File: src/sv/lep_pkg.sv
// ----------------------------------------------------------------------------
// lep_pkg
// Shared constants, types and the log2 lookup table for the Lyapunov pixel unit.
// ----------------------------------------------------------------------------
package lep_pkg;

  // log2 table resolution (table holds 2^LOG_TABLE_BITS+1 entries)
  localparam int LOG_TABLE_BITS = 8;
  localparam int TAB_SIZE       = (1 << LOG_TABLE_BITS) + 1;
  localparam int TAB_IDX_W      = LOG_TABLE_BITS + 1;
  localparam int TAB_W          = 27;
  localparam int REM_W          = 16;

  // shared multiplier width
  localparam int MUL_W  = 36;
  localparam int PROD_W = 2 * MUL_W;

  // fixed-point constants
  localparam logic signed [MUL_W-1:0] ONE_Q30 = MUL_W'(64'd1 << 30);
  localparam logic [29:0]             LN2_Q30 = 30'd744261118;

  // register map
  localparam logic [7:0] REG_ROUND_COUNT = 8'd0;
  localparam logic [7:0] REG_COLOR_SCALE = 8'd1;

  localparam logic [7:0]  ROUND_COUNT_RST = 8'd10;
  localparam logic [31:0] COLOR_SCALE_RST = 32'd65536;

  typedef logic [TAB_W-1:0] log_tab_t [TAB_SIZE];

  // log2(1 + i/2^LOG_TABLE_BITS) in Q.26 by repeated squaring of a Q30 mantissa
  function automatic log_tab_t build_log_tab();
    log_tab_t          tab;
    longint unsigned   v;
    logic [TAB_W-1:0]  res;
    for (int i = 0; i < TAB_SIZE; i++) begin
      v   = (longint'(1 << LOG_TABLE_BITS) + longint'(i)) << (30 - LOG_TABLE_BITS);
      res = '0;
      if (v >= (64'd1 << 31)) begin
        res = TAB_W'(64'd1 << 26);
      end else begin
        for (int j = 1; j <= 26; j++) begin
          v = (v * v) >> 30;
          if (v >= (64'd1 << 31)) begin
            res = res | TAB_W'(64'd1 << (26 - j));
            v   = v >> 1;
          end
        end
      end
      tab[i] = res;
    end
    return tab;
  endfunction

  localparam log_tab_t LOG_TAB = build_log_tab();

endpackage

File: src/sv/lep_mul.sv
// ----------------------------------------------------------------------------
// lep_mul
// Shared signed multiplier with a registered product.
// ----------------------------------------------------------------------------
module lep_mul
  import lep_pkg::*;
(
  input  logic                     clk,
  input  logic signed [MUL_W-1:0]  mul_a,
  input  logic signed [MUL_W-1:0]  mul_b,
  output logic signed [PROD_W-1:0] prod
);

  logic signed [PROD_W-1:0] prod_r;

  // one product per cycle
  always_ff @(posedge clk) begin
    prod_r <= mul_a * mul_b;
  end

  assign prod = prod_r;

endmodule

File: config.mk
export PLATFORM = sky130hd
export DESIGN_NAME = lep_mul
export DESIGN_NICKNAME = d
export VERILOG_FILES = /design/src/sv/lep_pkg.sv /design/src/sv/lep_mul.sv
export SDC_FILE = /design/constraint.sdc
export NUM_CORES = 2
export LEC_CHECK = 0
export BUFFER_PORTS_ARGS = -buffer_cell sky130_fd_sc_hd__buf_2
export CORE_UTILIZATION = 60
export CTS_BUF_LIST = sky130_fd_sc_hd__clkbuf_4
export CTS_CLUSTER_SIZE = 12
export DETAILED_ROUTE_END_ITERATION = 7
export PLACE_DENSITY = 0.77
export SETUP_SLACK_MARGIN = 0.4
export SLEW_MARGIN = 25
export SYNTH_ARGS = -nofsm -noshare
export SYNTH_HDL_FRONTEND = slang
export SYNTH_SLANG_ARGS = --single-unit
File: constraint.sdc
create_clock -name clk -period 14.1 [get_ports clk]
set_input_delay 0.705 -clock clk [delete_from_list [all_inputs] [get_ports clk]]
set_output_delay 0.705 -clock clk [all_outputs]
set_load 0.1 [all_outputs]
==> results.sh <==
export IMPL_path_clk_slew_ps=160
export IMPL_ys_types=65
export IMPL_cp_top_family="adder cells"
export IMPL_ant_nets=0
export IMPL_dpl_cell_count=6014
export IMPL_start_kind="input pin"
export IMPL_path_max_fanout=36
export IMPL_status="finished, final reports clean"
export IMPL_largest_reg_flops=72
export IMPL_synth_top_cell_by_area="fa_1"
export IMPL_yosys_top_cells_area="fa_1, inv_1, and2_1, nand2_1, ha_1"
export IMPL_antenna_found_initial=8
export IMPL_slew_headroom_pct=32.5
export IMPL_synth_avg_cell_area_sq_um=9.29
export IMPL_die_h_um=283
export IMPL_met3_usage_pct=8.02
export IMPL_synth_common_cells="fa_1, inv_1, nand2_1, and2_1, clkbuf_1"
export IMPL_numCtsBuffers=9
export IMPL_track_usage_pct=33.7
export IMPL_post_cts_buffers=0
export IMPL_tns_ps=0
export IMPL_min_path_type="input pin to register"
export IMPL_wl_per_cell_um=21.0
export IMPL_cp_num_cells=25
export IMPL_worstMarginPinSlew_ps=1010
export IMPL_critPathKind="input pin to register"
export IMPL_syn_inst=5104
export IMPL_dieArea_sq_um=80200
export IMPL_routed_wl_mm=127
export IMPL_grt_first_pass_wirelength_mm=208
export IMPL_hold_viol=0
export IMPL_clock_sinks=72
export IMPL_clock_fmax_mhz=113
export IMPL_synth_flop_cell="dfxtp_1"
export IMPL_grt_use_met2_pct=53.9
export IMPL_cts_root_buf="clkbuf_4"
export IMPL_synth_warnings=0
export IMPL_endpoint="prod[70]"
export IMPL_fin_crit_sh_pct=63.0
export IMPL_via_count=33700
export IMPL_hold_buffers=0
export IMPL_cts_tree="done"
export IMPL_drive_above_1_share_pct=3.99
export IMPL_critPathBufInv=6
export IMPL_cp_end_kind="register"
export IMPL_core_rowCount=102
export IMPL_grtUsageMet1_pct=43.9
export IMPL_synth_edff_count=0
export IMPL_rsz0062_at_grt="no"
export IMPL_first_pass_iters=6
export IMPL_grt_ovfl_total=0
export IMPL_yosys_register_bits=72
export IMPL_instances_no_fill=6035
export IMPL_slew_violations=0
export IMPL_cp_common_cell="fa_1"
export IMPL_dp_hpwl_mm=104
export IMPL_grt_max_degree=38
export IMPL_drv_cap=0
export IMPL_die_width_um=283
export IMPL_cp_data_required_time_ps=14600
export IMPL_grt_busiest_layer="met2"
export IMPL_setup_viol=0
export IMPL_grt_pass1_vias=37000
export IMPL_syn_area_sq_um=47400
export IMPL_min_from="mul_a[0]"
export IMPL_coreArea_sq_um=77800
export IMPL_cts_htree_levels=3
export IMPL_critPathSlowestCell="nor4_2"
export IMPL_area_growth_pct=2.58
export IMPL_layout_nets=6656
export IMPL_io_pin_count=145
export IMPL_synthesis_nets=6775
export IMPL_synthArstFlopShare_pct=0
export IMPL_cts_resized_gates=0
export IMPL_cp_slowest_stage_delay_ps=780
export IMPL_synth_most_common_cell="fa_1"
export IMPL_synth_top_area_share_pct=58.2
export IMPL_ys_seq_area_share_pct=3.04
export IMPL_drc=0
export IMPL_initialDrtViolationCount=2663
export IMPL_cts_buffer_depth=2
export IMPL_fin_crit_ps=8890
export IMPL_gp_congestion=1.03
export IMPL_hold_ws_ps=774
export IMPL_cp_data_arrival_time_ps=9380
export IMPL_crit_start="mul_b[0]"
export IMPL_viasPerCell=5.58
export IMPL_start_util_pct=60.9
export IMPL_io_buffers=144
## final cells by class
cell class / count / area, sq um
Clock inverter: 7 / 78.8
Tap cell: 1040 / 1300
Inverter: 1344 / 5040
Timing Repair Buffer: 163 / 863
Antenna cell: 5 / 12.5
Sequential cell: 72 / 1440
Clock buffer: 9 / 67.6
Multi-Input combinational cell: 3395 / 39800
Fill cell: 6491 / 29200
## layout by cell type, fill, tap and decap left out, types with 9 or more instances in the layout
| master | n |
|---|---|
| fa_1 | 1378 |
| inv_1 | 1343 |
| nor3_1 | 11 |
| buf_4 | 19 |
| nand2b_1 | 12 |
| nand4_1 | 20 |
| xnor2_1 | 52 |
| a21oi_1 | 69 |
| nand2_1 | 760 |
| buf_2 | 144 |
| nor2_1 | 43 |
| xor2_1 | 28 |
| clkbuf_4 | 9 |
| dfxtp_1 | 72 |
| o21ai_1 | 15 |
| ha_1 | 219 |
| a31oi_1 | 9 |
| a21o_1 | 37 |
| nor2b_1 | 36 |
| nand3_1 | 18 |
| and2_1 | 559 |
| o21bai_1 | 10 |
| o21ai_0 | 29 |
## cells by family after synthesis
| logic type | count (synthesis) | synth area share [%] |
|---|---|---|
| compound gates | 228 | 3.09 |
| xor+xnor | 80 | 1.48 |
| fa+ha+maj | 1598 | 64.0 |
| buf+inv | 1637 | 13.0 |
| flops | 72 | 3.04 |
| mux | 2 | 0.0448 |
| simple gates | 1487 | 15.4 |
## through the flow
stage	setup WS (ps)	utilization [%]	area [sq um]
2_1_floorplan	6020	-	47400
3_3_place_gp	4620	62.3	48500
3_5_place_dp	4500	62.3	48500
4_1_cts	5100	62.5	48600
5_1_grt	4980	62.5	48700
6_report	5210	62.5	48700
## worst min path at each step
stage | endpoint | cells after the start
after floorplan | prod[0] | 2
after global placement | prod[11] | 1
after detailed placement | prod[11] | 1
after CTS | prod[0] | 3
after global routing | prod[0] | 3
final | prod[0] | 3
## per-layer routing
layer	up-vias	share of wire [%]
li1	14100	-
met1	17600	36
met2	1662	48
met3	343	10
met4	10	5.3
met5	-	0.043
Power is not shown: default switching activity piles up to over one toggle a cycle in this logic, so the estimate is an artifact.
