[config.mk]
export PLATFORM = sky130hd
export DESIGN_NAME = lep_div
export DESIGN_NICKNAME = d
export VERILOG_FILES = /design/src/sv/lep_pkg.sv /design/src/sv/lep_div.sv
export SDC_FILE = /design/constraint.sdc
export NUM_CORES = 1
export LEC_CHECK = 0
export BUFFER_PORTS_ARGS = -buffer_cell sky130_fd_sc_hd__buf_2
export CAP_MARGIN = 10
export CORE_MARGIN = 4
export CORE_UTILIZATION = 35
export CTS_CLUSTER_DIAMETER = 200
export DETAILED_ROUTE_END_ITERATION = 7
export PLACE_DENSITY_LB_ADDON = 0.1
export SLEW_MARGIN = 20
export SYNTH_ARGS = -nofsm -noshare
export SYNTH_HDL_FRONTEND = slang
export SYNTH_SLANG_ARGS = --single-unit
[constraint.sdc]
create_clock -name clk -period 2.7 [get_ports clk]
set_clock_uncertainty 0.2 [all_clocks]
set_input_delay 0.27 -clock clk [delete_from_list [all_inputs] [get_ports clk]]
set_output_delay 0.27 -clock clk [all_outputs]
set_load 0.02 [all_outputs]
[src/sv/lep_pkg.sv]
// ----------------------------------------------------------------------------
// lep_pkg
// Shared constants, types and the log2 lookup table for the Lyapunov pixel unit.
// ----------------------------------------------------------------------------
package lep_pkg;

  // log2 table resolution (table holds 2^LOG_TABLE_BITS+1 entries)
  localparam int LOG_TABLE_BITS = 8;
  localparam int TAB_SIZE       = (1 << LOG_TABLE_BITS) + 1;
  localparam int TAB_IDX_W      = LOG_TABLE_BITS + 1;
  localparam int TAB_W          = 27;
  localparam int REM_W          = 16;

  // shared multiplier width
  localparam int MUL_W  = 36;
  localparam int PROD_W = 2 * MUL_W;

  // fixed-point constants
  localparam logic signed [MUL_W-1:0] ONE_Q30 = MUL_W'(64'd1 << 30);
  localparam logic [29:0]             LN2_Q30 = 30'd744261118;

  // register map
  localparam logic [7:0] REG_ROUND_COUNT = 8'd0;
  localparam logic [7:0] REG_COLOR_SCALE = 8'd1;

  localparam logic [7:0]  ROUND_COUNT_RST = 8'd10;
  localparam logic [31:0] COLOR_SCALE_RST = 32'd65536;

  typedef logic [TAB_W-1:0] log_tab_t [TAB_SIZE];

  // log2(1 + i/2^LOG_TABLE_BITS) in Q.26 by repeated squaring of a Q30 mantissa
  function automatic log_tab_t build_log_tab();
    log_tab_t          tab;
    longint unsigned   v;
    logic [TAB_W-1:0]  res;
    for (int i = 0; i < TAB_SIZE; i++) begin
      v   = (longint'(1 << LOG_TABLE_BITS) + longint'(i)) << (30 - LOG_TABLE_BITS);
      res = '0;
      if (v >= (64'd1 << 31)) begin
        res = TAB_W'(64'd1 << 26);
      end else begin
        for (int j = 1; j <= 26; j++) begin
          v = (v * v) >> 30;
          if (v >= (64'd1 << 31)) begin
            res = res | TAB_W'(64'd1 << (26 - j));
            v   = v >> 1;
          end
        end
      end
      tab[i] = res;
    end
    return tab;
  endfunction

  localparam log_tab_t LOG_TAB = build_log_tab();

endpackage

[src/sv/lep_div.sv]
// ----------------------------------------------------------------------------
// lep_div
// Restoring divider: 32-bit unsigned dividend by 8-bit divisor, one bit a cycle.
// ----------------------------------------------------------------------------
module lep_div
  import lep_pkg::*;
(
  input  logic        clk,
  input  logic        rst_n,
  input  logic        start,
  input  logic [31:0] dividend,
  input  logic [7:0]  divisor,
  output logic        done,
  output logic [31:0] quotient
);

  logic        busy_r;
  logic        done_r;
  logic [4:0]  cnt_r;
  logic [7:0]  rem_r;
  logic [31:0] quo_r;
  logic [8:0]  trial;
  logic        fits;
  logic [7:0]  rem_nxt;

  // trial subtract of the shifted remainder
  always_comb begin
    trial   = {rem_r, quo_r[31]};
    fits    = trial >= {1'b0, divisor};
    rem_nxt = fits ? 8'(trial - {1'b0, divisor}) : trial[7:0];
  end

  // control
  always_ff @(posedge clk) begin
    if (!rst_n) begin
      busy_r <= 1'b0;
      done_r <= 1'b0;
    end else begin
      done_r <= 1'b0;
      if (start) begin
        busy_r <= 1'b1;
      end else if (busy_r && cnt_r == 5'd31) begin
        busy_r <= 1'b0;
        done_r <= 1'b1;
      end
    end
  end

  // datapath
  always_ff @(posedge clk) begin
    if (start) begin
      cnt_r <= '0;
      rem_r <= '0;
      quo_r <= dividend;
    end else if (busy_r) begin
      cnt_r <= cnt_r + 5'd1;
      rem_r <= rem_nxt;
      quo_r <= {quo_r[30:0], fits};
    end
  end

  assign done     = done_r;
  assign quotient = quo_r;

endmodule
==> qor.csv, run 1 <==
stage,metric,value,unit
run_status,outcome,completed,
floorplan,ioPinCount,76,
route,wl_per_cell,13.89,um
sta,rsz0062_at_grt,false,
place,globalplace.congestion,0.7688,
finish,design_area,2937,um^2
clock_tree,cts_buffers,5,
floorplan,dieArea,8178,um^2
sta,fin_tns_setup,0,ns
place,hpwl,3721,um
job,max-cap-violations,0,
yosys,syn_nets,246,
worst_hold_path,hp-class,input pin to flop,
yosys,yosysWarningCount,0,
clock_tree,clock_path_buffers,2,
finish,syn_to_final_growth,23.46,%
global_routing,grt_start_max_net_pins,33,
global_routing,gr-total-overflow,0,
power,p_leak,1.287,nW
finish,drive_gt1_frac,0.4542,
sta,hold_viol,0,
yosys,synth_area_leaders,"edfxtp_1 40%, mux2_2 15%, dfxtp_1 13%",
finish,diodes,0,
global_routing,antenna_found_initial,0,
power,vdd_drop_max,212.1,uV
power,power_density,550.9,nW/um^2
setup_path,path_class,flop to flop,
route,drtPass1Iterations,4,
sta,min_period_over_period,0.7908,
finish,fin_util,0.4547,
floorplan,fp.dieH,90.44,um
clock_tree,cts_resized,0,
setup_path,cp.required,2.67,ns
clock_tree,cts_tree,done,
yosys,synth_cell_types,40,
setup_path,cp.arrival,2.10,ns
sta,finalSetupViolations,0,
clock_tree,clock-root-buffer,clkbuf_8,
yosys,synthesis.area,2379,um^2
setup_path,crit_fanout,8,
setup_path,critPathLaunchType,flop,
clock_tree,cts_max_level,2,
place,io_buffers,75,
floorplan,rows,29,
route,drtIter0Drc,16,
clock_tree,post-cts-setup-buffers,0,
place,place_area,2841,um^2
sta,relSlewSlack,0.7006,
sta,worstMarginPinSlew,0.4474,ns
sta,slew_violations,0,
route,drtAntennaViolNets,0,
power,total_power,1.618,mW
clock_tree,numClockSinks,47,
sta,whs,0.07521,ns
yosys,yosysTopAreaCellShare,0.4040,
finish,nets,326,
setup_path,max_stage_delay,0.35,ns
yosys,syn_area_per_cell,12.39,um^2
floorplan,core-area,6459,um^2
yosys,ys_ff_latch,47,
clock_tree,insertion_delay,0.29,ns
global_routing,grt_first_pass_wirelength,7879,um
global_routing,track_usage,0.1188,
finish,num-fill-cells,637,
setup_path,cp_slowest_cell,ha_1,
route,vias_per_cell,4.791,
yosys,ys_seq_area_frac,0.5302,
setup_path,cp_cell_sequence,ha_1 > a21oi_2 > o221ai_2 > a21oi_2 > buf_4 > mux2i_1 > a211oi_1,
setup_path,cp_num_buf_inv,1,
setup_path,endpoint_kind,flop,
setup_path,cpLargestDelayFamily,compound AO/OA/AOI/OAI gates,
sta,period_needed,2.135,ns
setup_path,path_common_cell,a21oi_2,
clock_tree,path_clk_slew,0.08,ns
yosys,synth_top_area_cell,edfxtp_1,
global_routing,grt_pass1_vias,1611,
route,dr_total_vias,1677,
route,drc,0,
sta,max_freq,0.4683,GHz
route,finalWirelength,4861,um
yosys,syn_inst,192,
floorplan,start_util,0.3683,
floorplan,die_w,90.44,um
-- final cells by class --
class	instances	area, um^2	share of cell area
multi-input cells	124	1026	0.3494
inverters	14	52.55	0.01790
clock buffers	6	72.57	0.02471
repair buffers	80	415.4	0.1415
clock inverters	2	12.51	0.004261
well taps	77	96.34	0.03281
flip-flops and latches	47	1261	0.4295
-- cells by family (layout without fill, tap and decap cells) --
logic type | Yosys count | after routing | synth area share
AOI/OAI and AO/OA | 25 | 25 | 0.07944
xor gates and xnor gates | 8 | 8 | 0.02946
adders and majority gates | 11 | 11 | 0.06102
buffers and inverters | 21 | 102 | 0.03840
DFF | 47 | 47 | 0.5302
muxes | 37 | 37 | 0.1720
and+or+nand+nor | 43 | 43 | 0.08943
-- per-layer routing --
| layer | vias up | global-route usage | share of wire |
|---|---|---|---|
| li1 | 856 | - | - |
| met1 | 765 | 0.1665 | 0.50 |
| met2 | 49 | 0.1749 | 0.44 |
| met3 | 7 | 0.03167 | 0.052 |
| met4 | 0 | 0.04464 | 0.012 |
| met5 | - | 0 | 0 |
-- through the flow --
step / std cells / setup slack [ns]
final: 350 / 0.5648
after global routing: 350 / 0.3652
after CTS: 350 / 0.5532
after detailed placement: 341 / 0.4934
after global placement: 341 / 0.5319
after floorplan: 192 / 0.6369
-- sequential cells by signal (all words and copies together), names as in the netlist --
| signal | flops |
|---|---|
| done | 1 |
| rem_r | 8 |
| busy_r | 1 |
| cnt_r | 5 |
| quotient | 32 |
-- Yosys cell counts (all sizes together) --
cell type,n
or2b,1
a21oi,5
mux2i,6
a211oi,2
o221ai,1
or3,1
or2,3
dfxtp,15
o21ai,6
inv,14
nand2b,3
nand4,1
fa,1
o211ai,1
o31ai,2
a31oi,1
and3,2
clkbuf,2
o21a,1
xnor2,6
xor2,2
nand3,2
nor3,1
buf,5
nor2,14
mux2,31
ha,10
o311ai,1
nor2b,5
nor3b,1
a32oi,3
nand2,9
a311oi,1
edfxtp,32
o22ai,1
-- path summary, 6_finish.rpt --
path | start | to | slack, ns | depth (start not counted)
worst min-delay path | dividend[2] | quotient[2] | 0.08 | 2
worst max register to register | rem_r[3] | rem_r[2] | 0.56 | 7
worst min register to register | rem_r[4] | rem_r[4] | 0.28 | 2
worst max-delay path | rem_r[3] | rem_r[2] | 0.56 | 7
-- placed cells by master (no fill, tap or decap), types with 2 or more instances in the layout --
master and instances:
inv_1 14, and3_1 2, nand3_1 2, mux2i_1 6, clkbuf_8 5, buf_2 75, edfxtp_1 32, a211oi_1 2
o21ai_0 4, mux2_2 31, a21oi_2 3, or2_2 2, xnor2_1 6, nand2b_1 3, ha_1 10, buf_4 4
nand2_1 8, nor2b_1 5, nor2_1 14, o31ai_1 2, a21oi_1 2, o21ai_1 2, a32oi_1 3, dfxtp_1 15
xor2_1 2
-- power breakdown --
part           internal (mW)  total (mW)  switching, mW  leakage, nW
Sequential             0.843       0.874         0.0307        0.444
Combinational          0.149       0.339          0.189        0.800
Clock                  0.181       0.406          0.224       0.0428
Total                   1.17        1.62          0.444         1.29
-- what timing repair did --
action                                 4_1_cts  5_1_grt
setup endpoints to repair                    0        0
hold buffers                                 1        0
endpoints found under the hold margin        1        0
No activity file was read; power rests on OpenSTA's default activity.
==> run 2: changes to the inputs <==
Clock period 2.7 ns to 2.09 ns, I/O delays scaled along.
==> run 2 against run 1 <==
Against the previous run:
- fmax increased by 9.6%
- sequential share of layout area decreased by 2.4 points
- sequential cell count unchanged
- final cell count grew 3.4%
- combinational power increased by 37%
==> qor.csv, run 2 (same netlist as run 1, synthesis figures left out) <==
stage,metric,value,unit,change
sta,slew_violations,0,,unchanged
floorplan,die_w,90.44,um,unchanged
place,globalplace.congestion,0.8015,,+4.3%
setup_path,cp.required,2.11,ns,-0.56 ns
sta,fin_tns_setup,0,ns,unchanged
worst_hold_path,hp-class,input pin to flop,,
finish,layout_common_cells,"75 x buf_2, 32 x edfxtp_1, 31 x mux2_2, 15 x dfxtp_1",,
sta,whs,0.01048,ns,-0.06473 ns
sta,finalSetupViolations,0,,unchanged
sta,rsz0062_at_grt,false,,
setup_path,critPathLaunchType,flop,,
finish,syn_to_final_growth,30.67,%,
finish,nets,338,,+3.7%
clock_tree,clock_path_buffers,2,,unchanged
route,drc,0,,unchanged
sta,worstMarginPinSlew,0.4538,ns,+0.006400 ns
sta,period_needed,1.948,ns,-0.1874 ns
finish,multiInputGateArea,1031,um^2,+0.49%
sta,min_period_over_period,0.9320,,+0.1412
finish,design_area,3108,um^2,+5.8%
route,dr_total_vias,1701,,+1.4%
finish,fin_util,0.4812,,+0.02654
global_routing,antenna_found_initial,0,,unchanged
clock_tree,numClockSinks,47,,unchanged
finish,largest_reg_flops,32,,unchanged
clock_tree,clock-root-buffer,clkbuf_8,,
place,dp_slack,0.09461,ns,-0.3988 ns
route,drtIter0Drc,34,,+18
global_routing,grt_start_max_net_pins,27,,-18%
sta,relSlewSlack,0.6968,,-0.003787
floorplan,ioPinCount,76,,unchanged
floorplan,core-area,6459,um^2,unchanged
power,vdd_drop_max,362.3,uV,+71%
sta,layout_setup_ws,0.1422,ns,-0.4226 ns
sta,max_freq,0.5134,GHz,+9.6%
clock_tree,cts_max_level,2,,unchanged
finish,diodes,0,,unchanged
global_routing,gr-total-overflow,0,,unchanged
route,drtAntennaViolNets,0,,unchanged
setup_path,rrSetupSlack,0.14,ns,-0.42 ns
setup_path,r2r_cells,7,,unchanged
run_status,outcome,completed,,
global_routing,track_usage,0.1206,,+0.001853
floorplan,rows,29,,unchanged
place,hpwl,3887,um,+4.5%
job,max-cap-violations,0,,unchanged
global_routing,grt_first_pass_wirelength,7935,um,+0.71%
power,p_leak,1.368,nW,+6.3%
worst_hold_path,min_path_cells,2,,unchanged
route,finalWirelength,5000,um,+2.9%
finish,register_area,1261,um^2,unchanged
clock_tree,post-cts-setup-buffers,0,,unchanged
clock_tree,insertion_delay,0.30,ns,about the same
place,io_buffers,75,,unchanged
route,vias_per_cell,4.699,,-1.9%
floorplan,dieArea,8178,um^2,unchanged
place,place_area,2897,um^2,+1.9%
route,wl_per_cell,13.81,um,-0.55%
floorplan,start_util,0.3683,,unchanged
setup_path,endpoint_kind,flop,,
finish,num-fill-cells,631,,-0.94%
setup_path,cp.arrival,1.97,ns,-0.13 ns
clock_tree,cts_tree,done,,
finish,drive_gt1_frac,0.4632,,+0.008945
sta,hold_viol,0,,unchanged
clock_tree,cts_buffers,5,,unchanged
power,power_density,722.5,nW/um^2,+31%
setup_path,crit_fanout,14,,+6
clock_tree,path_clk_slew,0.09,ns,about the same
floorplan,fp.dieH,90.44,um,unchanged
global_routing,grt_pass1_vias,1616,,+0.31%
finish,layout_commonest_cell,buf_2,,
setup_path,path_class,flop to flop,,
route,drtPass1Iterations,4,,unchanged
-- run 2: cell types whose count changed in the layout (fill, tap and decap cells not counted), sizes merged --
cell	change
dlygate4sd3	+8
buf	+4
clkinv	-2
clkbuf	+1
inv	+1
-- run 2: worst max-delay path, stage by stage (launching register included) --
cell and delay, ns:
dfxtp_1 0.34, ha_1 0.35, nand3_1 0.14, o221ai_2 0.19, a21oi_2 0.07, buf_12 0.15
or2_1 0.22, a311oi_2 0.22
-- run 2: final timing paths --
kind | end | startpoint
worst min-delay path | quotient[1] | dividend[1]
worst max-delay path | rem_r[0] | rem_r[5]
worst max register to register | rem_r[0] | rem_r[5]
worst min register to register | rem_r[7] | rem_r[7]
-- run 2: area by class of cell --
type	count	area share
Sequential cell	47	0.4058
Clock buffer	7	0.03462
Timing Repair Buffer	92	0.1771
Tap cell	77	0.03100
Multi-Input combinational cell	124	0.3317
Inverter	14	0.01691
Clock inverter	1	0.002818
-- run 2: routing by layer --
layer	vias to the layer above	track usage	wire (um)
met5	-	0	0
met4	0	0.03827	46
met3	4	0.03750	304
met2	49	0.1923	2301
met1	771	0.1563	2347
li1	877	-	-
-- run 2: repair_timing --
action	CTS	global route
hold endpoints to repair	6	4
setup endpoints to repair	0	2
gates resized for setup	0	2
hold buffers	5	4
-- run 2: through the flow --
step / std cells / total power, mW
3_3_place_gp: 345 / 1.605
6_report: 362 / 2.245
4_1_cts: 358 / 2.277
5_1_grt: 362 / 2.372
3_5_place_dp: 345 / 1.611
2_1_floorplan: 192 / 1.442
-- run 2: report_power, final --
part	switching (mW)	internal (mW)
sequential	0.0408	1.09
clock	0.305	0.345
combinational	0.249	0.216
